**config.mk**
```make
export PLATFORM = sky130hd
export DESIGN_NAME = top_k_correlation_tracker_unit_flat
export DESIGN_NICKNAME = d
export VERILOG_FILES = /design/src/sv/tkct_pkg.sv /design/src/sv/tkct_in_if.sv /design/src/sv/tkct_out_if.sv /design/src/sv/top_k_correlation_tracker_unit.sv /design/src/flat_wrapper.sv
export VERILOG_INCLUDE_DIRS = /design/src /design/src/sv
export SDC_FILE = /design/constraint.sdc
export NUM_CORES = 1
export LEC_CHECK = 0
export BUFFER_PORTS_ARGS = -buffer_cell sky130_fd_sc_hd__buf_2
export CAP_MARGIN = 10
export CORE_UTILIZATION = 45
export CTS_CLUSTER_SIZE = 12
export DETAILED_ROUTE_END_ITERATION = 8
export GPL_TIMING_DRIVEN = 0
export PLACE_DENSITY = 0.65
export SLEW_MARGIN = 5
export SYNTH_ARGS = -nofsm -noshare
export SYNTH_HDL_FRONTEND = slang
export SYNTH_SLANG_ARGS = --single-unit
```
**constraint.sdc**
```tcl
create_clock -name clk -period 15 [get_ports clk]
set_input_delay 1.5 -clock clk [delete_from_list [all_inputs] [get_ports clk]]
set_output_delay 1.5 -clock clk [all_outputs]
set_load 0.05 [all_outputs]
```
**src/sv/top_k_correlation_tracker_unit_defines.svh**
```systemverilog
// assertion macros for the top-k correlation tracker
`ifndef TOP_K_CORRELATION_TRACKER_UNIT_DEFINES_SVH
`define TOP_K_CORRELATION_TRACKER_UNIT_DEFINES_SVH

// same-cycle implication, disabled during reset
`define TKCT_ASSERT_IMP(label, clk, rst_n, ante, cons, msg) \
  label: assert property (@(posedge clk) disable iff (!rst_n) (ante) |-> (cons)) \
    else $error(msg);

// next-cycle implication, disabled during reset
`define TKCT_ASSERT_NXT(label, clk, rst_n, ante, cons, msg) \
  label: assert property (@(posedge clk) disable iff (!rst_n) (ante) |=> (cons)) \
    else $error(msg);

`endif

```
**src/sv/tkct_pkg.sv**
```systemverilog
// shared types and constants of the top-k correlation tracker
package tkct_pkg;

  typedef enum logic [1:0] {
    REQ_INSERT = 2'd0,
    REQ_READ   = 2'd1,
    REQ_CLEAR  = 2'd2
  } req_t;

  typedef enum logic [2:0] {
    ST_IDLE,
    ST_MSCAN,
    ST_RSCAN,
    ST_EMIT,
    ST_DONE
  } state_t;

  typedef logic signed [15:0] score_t;
  typedef logic [15:0]        tag_t;
  typedef logic [4:0]         kcfg_t;
  typedef logic [16:0]        abs_t;

  localparam kcfg_t  K_RESET      = 5'd16;
  localparam score_t THR_NOT_FULL = 16'sh8000;

  function automatic abs_t abs_score(input score_t s);
    logic signed [16:0] sx;
    sx = {s[15], s};
    abs_score = (sx < 0) ? abs_t'(-sx) : abs_t'(sx);
  endfunction

endpackage

```
**src/sv/tkct_in_if.sv**
```systemverilog
// request channel of the top-k correlation tracker
interface tkct_in_if;
  import tkct_pkg::*;

  logic        valid;
  logic        ready;
  logic [1:0]  req_type;
  score_t      score;
  tag_t        tag;

  modport source (output valid, output req_type, output score, output tag, input ready);
  modport sink   (input valid, input req_type, input score, input tag, output ready);
endinterface

```
**src/sv/tkct_out_if.sv**
```systemverilog
// result channel of the top-k correlation tracker
interface tkct_out_if;
  import tkct_pkg::*;

  logic        valid;
  logic        ready;
  score_t      entry_score;
  tag_t        entry_tag;
  logic        last;
  logic        list_full;
  score_t      threshold;
  logic [4:0]  held_count;

  modport source (output valid, output entry_score, output entry_tag, output last,
                  output list_full, output threshold, output held_count, input ready);
  modport sink   (input valid, input entry_score, input entry_tag, input last,
                  input list_full, input threshold, input held_count, output ready);
endinterface

```
**src/sv/top_k_correlation_tracker_unit.sv**
```systemverilog
// top-k correlation tracker: candidate store, min scan and sorted readout
//
// Keeps the best k_in_use scored candidates in a small memory with one read
// port and walks it entry by entry. A request is taken only in idle.
// An insert that appends or is rejected, and a clear, give their result
// through the done state; an insert that replaces the minimum first
// rescans the store for the new minimum; a readout runs one full pass
// over the store per emitted entry. The memory's one read port sets this
// pace. A finished result waits in the output register while the next
// request is accepted.
`include "top_k_correlation_tracker_unit_defines.svh"

module top_k_correlation_tracker_unit #(
  parameter int MAX_K     = 16,
  parameter int TAG_WIDTH = 16
) (
  input  logic           clk,
  input  logic           rst_n,
  input  logic           cfg_we,
  input  tkct_pkg::kcfg_t cfg_wdata,
  tkct_in_if.sink        in_ch,
  tkct_out_if.source     out_ch
);
  import tkct_pkg::*;

  localparam int IW = (MAX_K > 1) ? $clog2(MAX_K) : 1;
  localparam int CW = $clog2(MAX_K + 1);
  localparam int EW = (CW > 5) ? CW : 5;

  // candidate store
  score_t               score_mem [MAX_K];
  logic [TAG_WIDTH-1:0] tag_mem   [MAX_K];
  logic                 mem_we;
  logic [IW-1:0]        mem_waddr;
  score_t               rd_s_q;
  logic [TAG_WIDTH-1:0] rd_t_q;

  state_t               state_r, state_nxt;
  kcfg_t                k_r, k_nxt;
  logic [CW-1:0]        count_r, count_nxt;
  score_t               min_r, min_nxt;
  logic [IW-1:0]        min_idx_r, min_idx_nxt;
  logic [CW-1:0]        scan_r, scan_nxt;
  logic [CW-1:0]        emit_r, emit_nxt;
  abs_t                 prev_abs_r, prev_abs_nxt;
  logic [IW-1:0]        prev_idx_r, prev_idx_nxt;
  score_t               best_s_r, best_s_nxt;
  logic [TAG_WIDTH-1:0] best_t_r, best_t_nxt;
  abs_t                 best_abs_r, best_abs_nxt;
  logic [IW-1:0]        best_idx_r, best_idx_nxt;
  logic                 best_vld_r, best_vld_nxt;

  logic                 out_vld_r, out_vld_nxt;
  score_t               out_s_r, out_s_nxt;
  tag_t                 out_t_r, out_t_nxt;
  logic                 out_last_r, out_last_nxt;
  logic                 out_full_r, out_full_nxt;
  score_t               out_thr_r, out_thr_nxt;
  logic [4:0]           out_cnt_r, out_cnt_nxt;

  logic [EW-1:0]        k_ext, effk;
  logic                 full_w;
  score_t               thr_w;
  logic                 accept;
  logic                 slot_free;
  logic                 scan_done;
  logic [CW-1:0]        scan_m1;
  logic [IW-1:0]        scan_idx;
  abs_t                 rd_abs;
  logic                 eligible;
  logic                 take_r;
  logic                 take_m;
  logic                 last_w;

  // status and scan helpers
  always_comb begin
    k_ext     = EW'(k_r);
    if (k_r == '0) begin
      effk = EW'(1);
    end else if (k_ext > EW'(MAX_K)) begin
      effk = EW'(MAX_K);
    end else begin
      effk = k_ext;
    end
    full_w    = EW'(count_r) >= effk;
    thr_w     = (full_w && (count_r != '0)) ? min_r : THR_NOT_FULL;
    accept    = in_ch.valid && in_ch.ready;
    slot_free = !out_vld_r || out_ch.ready;
    scan_done = scan_r == count_r;
    scan_m1   = scan_r - CW'(1);
    scan_idx  = scan_m1[IW-1:0];
    rd_abs    = abs_score(rd_s_q);
    eligible  = (emit_r == '0) || (rd_abs < prev_abs_r) ||
                ((rd_abs == prev_abs_r) && (scan_idx > prev_idx_r));
    take_r    = eligible && (!best_vld_r || (rd_abs > best_abs_r));
    take_m    = (scan_idx == '0) || (rd_s_q < min_r);
    last_w    = (emit_r + CW'(1)) == count_r;
  end

  // next state
  always_comb begin
    state_nxt = state_r;
    case (state_r)
      ST_IDLE: begin
        if (accept) begin
          case (in_ch.req_type)
            REQ_INSERT: begin
              if (full_w && (in_ch.score > min_r)) begin
                state_nxt = ST_MSCAN;
              end else begin
                state_nxt = ST_DONE;
              end
            end
            REQ_READ: begin
              if (count_r != '0) begin
                state_nxt = ST_RSCAN;
              end
            end
            REQ_CLEAR: begin
              state_nxt = ST_DONE;
            end
            default: begin
              state_nxt = ST_IDLE;
            end
          endcase
        end
      end
      ST_MSCAN: begin
        if (scan_done) begin
          state_nxt = ST_DONE;
        end
      end
      ST_RSCAN: begin
        if (scan_done) begin
          state_nxt = ST_EMIT;
        end
      end
      ST_EMIT: begin
        if (slot_free) begin
          state_nxt = last_w ? ST_IDLE : ST_RSCAN;
        end
      end
      ST_DONE: begin
        if (slot_free) begin
          state_nxt = ST_IDLE;
        end
      end
      default: begin
        state_nxt = ST_IDLE;
      end
    endcase
  end

  // datapath next values
  always_comb begin
    k_nxt        = cfg_we ? cfg_wdata : k_r;
    count_nxt    = count_r;
    min_nxt      = min_r;
    min_idx_nxt  = min_idx_r;
    scan_nxt     = scan_r;
    emit_nxt     = emit_r;
    prev_abs_nxt = prev_abs_r;
    prev_idx_nxt = prev_idx_r;
    best_s_nxt   = best_s_r;
    best_t_nxt   = best_t_r;
    best_abs_nxt = best_abs_r;
    best_idx_nxt = best_idx_r;
    best_vld_nxt = best_vld_r;
    out_s_nxt    = out_s_r;
    out_t_nxt    = out_t_r;
    out_last_nxt = out_last_r;
    out_full_nxt = out_full_r;
    out_thr_nxt  = out_thr_r;
    out_cnt_nxt  = out_cnt_r;
    out_vld_nxt  = out_vld_r && !out_ch.ready;
    mem_we       = 1'b0;
    mem_waddr    = min_idx_r;
    case (state_r)
      ST_IDLE: begin
        if (accept) begin
          scan_nxt     = '0;
          emit_nxt     = '0;
          best_vld_nxt = 1'b0;
          case (in_ch.req_type)
            REQ_INSERT: begin
              if (!full_w) begin
                mem_we    = 1'b1;
                mem_waddr = count_r[IW-1:0];
                count_nxt = count_r + CW'(1);
                if ((count_r == '0) || (in_ch.score < min_r)) begin
                  min_nxt     = in_ch.score;
                  min_idx_nxt = count_r[IW-1:0];
                end
              end else if (in_ch.score > min_r) begin
                mem_we = 1'b1;
              end
            end
            REQ_CLEAR: begin
              count_nxt = '0;
            end
            default: begin
              count_nxt = count_r;
            end
          endcase
        end
      end
      ST_MSCAN: begin
        if ((scan_r != '0) && take_m) begin
          min_nxt     = rd_s_q;
          min_idx_nxt = scan_idx;
        end
        if (!scan_done) begin
          scan_nxt = scan_r + CW'(1);
        end
      end
      ST_RSCAN: begin
        if ((scan_r != '0) && take_r) begin
          best_s_nxt   = rd_s_q;
          best_t_nxt   = rd_t_q;
          best_abs_nxt = rd_abs;
          best_idx_nxt = scan_idx;
          best_vld_nxt = 1'b1;
        end
        if (!scan_done) begin
          scan_nxt = scan_r + CW'(1);
        end
      end
      ST_EMIT: begin
        if (slot_free) begin
          out_vld_nxt  = 1'b1;
          out_s_nxt    = best_s_r;
          out_t_nxt    = tag_t'(best_t_r);
          out_last_nxt = last_w;
          out_full_nxt = full_w;
          out_thr_nxt  = thr_w;
          out_cnt_nxt  = 5'(count_r);
          prev_abs_nxt = best_abs_r;
          prev_idx_nxt = best_idx_r;
          emit_nxt     = emit_r + CW'(1);
          scan_nxt     = '0;
          best_vld_nxt = 1'b0;
        end
      end
      ST_DONE: begin
        if (slot_free) begin
          out_vld_nxt  = 1'b1;
          out_s_nxt    = '0;
          out_t_nxt    = '0;
          out_last_nxt = 1'b1;
          out_full_nxt = full_w;
          out_thr_nxt  = thr_w;
          out_cnt_nxt  = 5'(count_r);
        end
      end
      default: begin
        out_vld_nxt = out_vld_r && !out_ch.ready;
      end
    endcase
  end

  // port outputs
  always_comb begin
    in_ch.ready        = state_r == ST_IDLE;
    out_ch.valid       = out_vld_r;
    out_ch.entry_score = out_s_r;
    out_ch.entry_tag   = out_t_r;
    out_ch.last        = out_last_r;
    out_ch.list_full   = out_full_r;
    out_ch.threshold   = out_thr_r;
    out_ch.held_count  = out_cnt_r;
  end

  // memory write and registered read
  always_ff @(posedge clk) begin
    if (mem_we) begin
      score_mem[mem_waddr] <= in_ch.score;
      tag_mem[mem_waddr]   <= TAG_WIDTH'(in_ch.tag);
    end
    rd_s_q <= score_mem[scan_r[IW-1:0]];
    rd_t_q <= tag_mem[scan_r[IW-1:0]];
  end

  // control registers
  always_ff @(posedge clk) begin
    if (!rst_n) begin
      state_r    <= ST_IDLE;
      k_r        <= K_RESET;
      count_r    <= '0;
      scan_r     <= '0;
      emit_r     <= '0;
      best_vld_r <= 1'b0;
      out_vld_r  <= 1'b0;
    end else begin
      state_r    <= state_nxt;
      k_r        <= k_nxt;
      count_r    <= count_nxt;
      scan_r     <= scan_nxt;
      emit_r     <= emit_nxt;
      best_vld_r <= best_vld_nxt;
      out_vld_r  <= out_vld_nxt;
    end
  end

  // payload registers
  always_ff @(posedge clk) begin
    min_r      <= min_nxt;
    min_idx_r  <= min_idx_nxt;
    prev_abs_r <= prev_abs_nxt;
    prev_idx_r <= prev_idx_nxt;
    best_s_r   <= best_s_nxt;
    best_t_r   <= best_t_nxt;
    best_abs_r <= best_abs_nxt;
    best_idx_r <= best_idx_nxt;
    out_s_r    <= out_s_nxt;
    out_t_r    <= out_t_nxt;
    out_last_r <= out_last_nxt;
    out_full_r <= out_full_nxt;
    out_thr_r  <= out_thr_nxt;
    out_cnt_r  <= out_cnt_nxt;
  end

  `TKCT_ASSERT_IMP(a_count_cap, clk, rst_n, 1'b1, count_r <= CW'(MAX_K), "count above capacity")
  `TKCT_ASSERT_NXT(a_mscan_count, clk, rst_n, state_r == ST_MSCAN, $stable(count_r), "count moved in min scan")
  `TKCT_ASSERT_NXT(a_empty_read, clk, rst_n, accept && (in_ch.req_type == REQ_READ) && (count_r == '0), !$rose(out_vld_r), "result from empty readout")
  `TKCT_ASSERT_NXT(a_emit_load, clk, rst_n, (state_r == ST_EMIT) && slot_free, out_vld_r, "readout entry not loaded")

endmodule
```
**src/flat_wrapper.sv**
```systemverilog
// flat-port wrapper written by rule: the top's interface ports become plain ports
module top_k_correlation_tracker_unit_flat import tkct_pkg::*;
#(
  parameter int MAX_K     = 16,
  parameter int TAG_WIDTH = 16
)
  (clk, rst_n, cfg_we, cfg_wdata, in_ch_valid, in_ch_req_type, in_ch_score, in_ch_tag, in_ch_ready, out_ch_valid, out_ch_entry_score, out_ch_entry_tag, out_ch_last, out_ch_list_full, out_ch_threshold, out_ch_held_count, out_ch_ready);
  tkct_in_if in_ch_i ();
  tkct_out_if out_ch_i ();
  input  logic clk;
  input  logic rst_n;
  input  logic cfg_we;
  input  tkct_pkg::kcfg_t cfg_wdata;
  input wire logic [$bits(in_ch_i.valid)-1:0] in_ch_valid;
  input wire logic [$bits(in_ch_i.req_type)-1:0] in_ch_req_type;
  input wire logic [$bits(in_ch_i.score)-1:0] in_ch_score;
  input wire logic [$bits(in_ch_i.tag)-1:0] in_ch_tag;
  output wire logic [$bits(in_ch_i.ready)-1:0] in_ch_ready;
  output wire logic [$bits(out_ch_i.valid)-1:0] out_ch_valid;
  output wire logic [$bits(out_ch_i.entry_score)-1:0] out_ch_entry_score;
  output wire logic [$bits(out_ch_i.entry_tag)-1:0] out_ch_entry_tag;
  output wire logic [$bits(out_ch_i.last)-1:0] out_ch_last;
  output wire logic [$bits(out_ch_i.list_full)-1:0] out_ch_list_full;
  output wire logic [$bits(out_ch_i.threshold)-1:0] out_ch_threshold;
  output wire logic [$bits(out_ch_i.held_count)-1:0] out_ch_held_count;
  input wire logic [$bits(out_ch_i.ready)-1:0] out_ch_ready;
  assign in_ch_i.valid = in_ch_valid;
  assign in_ch_i.req_type = in_ch_req_type;
  assign in_ch_i.score = in_ch_score;
  assign in_ch_i.tag = in_ch_tag;
  assign in_ch_ready = in_ch_i.ready;
  assign out_ch_valid = out_ch_i.valid;
  assign out_ch_entry_score = out_ch_i.entry_score;
  assign out_ch_entry_tag = out_ch_i.entry_tag;
  assign out_ch_last = out_ch_i.last;
  assign out_ch_list_full = out_ch_i.list_full;
  assign out_ch_threshold = out_ch_i.threshold;
  assign out_ch_held_count = out_ch_i.held_count;
  assign out_ch_i.ready = out_ch_ready;
  top_k_correlation_tracker_unit #(.MAX_K(MAX_K), .TAG_WIDTH(TAG_WIDTH)) u_core (.clk(clk), .rst_n(rst_n), .cfg_we(cfg_we), .cfg_wdata(cfg_wdata), .in_ch(in_ch_i), .out_ch(out_ch_i));
endmodule
```
==> summary.md <==
Synthesis
* number of warnings printed during yosys synthesis: 0
* number of flops mapped to enable cells by yosys: 660
* post-synth cell types: 65
* sequential cell area fraction in the yosys report: 72.8%
* Mean Syn Cell Area: 18.9 um2
* number of cells produced by synthesis: 1522
* share of async-settable or async-resettable flops after synthesis: 0%
* dominant synthesized flop cell: edfxtp_1
* FF+latch count, synth: 717
* Synth Cell Area: 0.0288 mm2

Setup path
* data arrival time of the worst path: 6.16 ns
* critical path class: flip-flop to flip-flop
* delay of the slowest cell on the worst path: 0.77 ns
* Crit path max-delay family: buffers and inverters
* Setup crit end kind: flip-flop
* maximum fanout encountered on the critical timing path: 10
* worst path required time: 15.32 ns
* element type at the critical path start: flip-flop
* Crit path top cell by count: clkbuf_1
* critical path buffer and inverter count: 7
* cell-by-cell trace of the critical path: clkbuf_1 -> clkbuf_1 -> clkbuf_1 -> inv_1 -> ha_1 -> xor2_1 -> ha_1 -> nand4_1 -> nand3_1 -> nor4_1 -> a21oi_1 -> o41a_1 -> nor3_2 -> buf_6 -> buf_4 -> buf_4
* slowest cell on the critical path: clkbuf_1

Power and ir drop
* Power Density: 128 mW/mm2
* clock share of power: 41.3%
* switching fraction of total power: 22.4%
* Switching Power: 0.956 mW
* part of the total power dissipated in combinational logic: 6.4%
* Worst VDD drop: 0.0986 mV
* share of power burned in registers: 52.3%
* static power due to leakage: 11.0 nW
* internal power contribution: 3.31 mW

Clocking
* Root Buffer: clkbuf_16
* CTS Buffer Depth: 3
* clk sinks: 717
* clock-pin transition on the worst setup and hold timing paths: 0.06 ns
* Inserted Clock Buffers: 75
* post-CTS setup-driven buffer insertion count: 0
* CTS tree: done
* later-pin clock latency in the skew report: 0.64 ns
* number of hold buffers added after cts: 0
* Resized cells post-CTS: 0
* H-tree lvl count: 3

Finish
* commonest cells after routing, fill and taps aside: 660 x edfxtp_1, 160 x mux4_2, 113 x buf_2
* layout overhead on the synthesized area: 15.6%
* most common cell after layout, fill and taps aside: edfxtp_1
* antenna fix cells: 0
* Final Cell Area: 0.0333 mm2
* NumNets Final: 1852
* layout cells sized above 1: 25.2%

STA
* setup violation total in the final timing report: 0
* Max Clock Freq: 171 MHz
* RSZ-0062 raised after global routing: false
* Worst-Margin Slew: 1.11 ns
* final worst-path cycle share: 38.9%
* final clock skew: 0.0277 ns
* final setup TNS: 0 ns
* Max transition margin: 25.9%
* final hold violations: 0
* min cycle time layout: 5.83 ns
* Slew Limit Fails: 0
* worst hold margin: 0.402 ns

GRT
* maximum number of pins on one net before global-route repair: 25
* number of antenna violations at the first check in global routing: 5
* via count of the first global-routing pass: 15000
* global-route wire length before repair: 96000 um
* grt total ovfl: 0
* GRT Resource Usage Total: 20.6%

Place
* DP Area: 0.0310 mm2
* Placer Congestion: 0.840
* final HPWL from detailed placement: 43400 um
* IO Port Bufs: 99

Floorplan
* Placement Rows: 92
* die width: 255 um
* total die area: 0.0650 mm2
* starting density of the core: 45.6%
* I/O pin count: 101
* die height: 255 um
* area of the core region: 0.0632 mm2

Run status
* outcome: complete, no violations

Routing
* drc violations: 0
* number of DRC markers in iteration 0: 1392
* vias per std cell: 5.61
* via count: 14700
* post-DR wirelength/cell: 24.7 um
* DRT Wirelength: 65000 um
* Initial DRT Pass Iterations: 5
* number of nets with antenna violations after routing: 0

Min path
* type of the worst min-delay path: flip-flop to flip-flop

Job
* reported max-cap violation count: 0

[per-layer routing]
| layer | GRT usage, % | vias to the layer above | routed length [um] |
|---|---|---|---|
| met5 | 0 | - | 37 |
| met4 | 4.86 | 6 | 1030 |
| met3 | 3.76 | 92 | 3440 |
| met2 | 34.6 | 415 | 32600 |
| met1 | 27.9 | 7706 | 27800 |
| li1 | - | 6519 | - |
[flip-flops by register name, indices dropped and copies added, names as in the netlist, 15 cells and up]
signal and cells:
u_core.score_mem 256, u_core.tag_mem 256, u_core.best_abs_r 17, u_core.prev_abs_r 17, u_core.best_t_r 16, u_core.min_r 16
u_core.out_ch.entry_score 16, u_core.out_ch.entry_tag 16, u_core.out_ch.threshold 16, u_core.rd_s_q 16, u_core.rd_t_q 16, u_core.best_s_r 15
[cells in the mapped netlist, types with 7 or more instances]
master	count	area share [%]
dfxtp_1	57	4.0
a21oi_1	34	0.59
a31oi_1	8	0.17
edfxtp_1	660	69
nand3_1	20	0.35
buf_2	14	0.24
buf_1	7	0.091
mux4_2	160	13
xnor2_1	13	0.40
mux2_2	17	0.66
nand2_1	46	0.60
and2_1	35	0.76
inv_1	72	0.94
clkbuf_1	38	0.50
nor3_1	27	0.47
nand4_1	10	0.22
nor2b_1	8	0.17
nand2b_1	7	0.15
ha_1	83	3.6
o21ai_0	30	0.52
xor2_1	20	0.61
nor2_1	58	0.76
[final timing paths]
kind | startpoint | end | depth (start not counted) | slack [ns]
setup / recovery | u_core.scan_r[1] | u_core.best_t_r[5] | 16 | 9.17
hold / removal | u_core.rd_t_q[7] | u_core.best_t_r[7] | 0 | 0.40
setup reg to reg | u_core.scan_r[1] | u_core.best_t_r[5] | 16 | 9.17
hold reg to reg | u_core.rd_t_q[7] | u_core.best_t_r[7] | 0 | 0.40
[per-stage QoR]
stage | instances | util (%) | setup WS, ns | power (mW)
2_1_floorplan | 1524 | - | 8.16 | 2.45
3_3_place_gp | 2469 | 48.0 | 3.54 | 2.53
3_5_place_dp | 2494 | 49.0 | 9.17 | 2.55
4_1_cts | 2629 | 52.7 | 9.16 | 4.30
5_1_grt | 2629 | 52.7 | 8.80 | 4.40
6_report | 2629 | 52.7 | 9.17 | 4.26
[area by class of cell]
| cell class | instances | area, um2 |
|---|---|---|
| clock inverter | 20 | 208 |
| fill | 4932 | 29900 |
| buffer | 61 | 267 |
| inverter | 72 | 270 |
| timing repair buffer | 124 | 937 |
| clock buffer | 115 | 2130 |
| multi-input combinational | 674 | 7470 |
| tap | 846 | 1060 |
| sequential | 717 | 21000 |
[power groups by stage]
stage / clock, mW / sequential (mW) / combinational [mW]
after floorplan: 0 / 2.32 / 0.126
after global placement: 0 / 2.28 / 0.257
after detailed placement: 0 / 2.27 / 0.273
after CTS: 1.79 / 2.23 / 0.274
after global routing: 1.87 / 2.23 / 0.295
final: 1.76 / 2.23 / 0.271
[cell families (layout without fill, tap and decap cells)]
group           count (synthesis)  in the layout  share of synthesized area (%)
compound gates                123            123                           2.81
flops                         717            717                           72.8
other cells                     1              3                         0.0130
xor+xnor                       33             33                           1.00
mux                           183            183                           13.4
fa+ha+maj                      83             83                           3.61
simple gates                  249            249                           4.54
buf+inv                       133            392                           1.86
(Power assumes the default switching activity.)
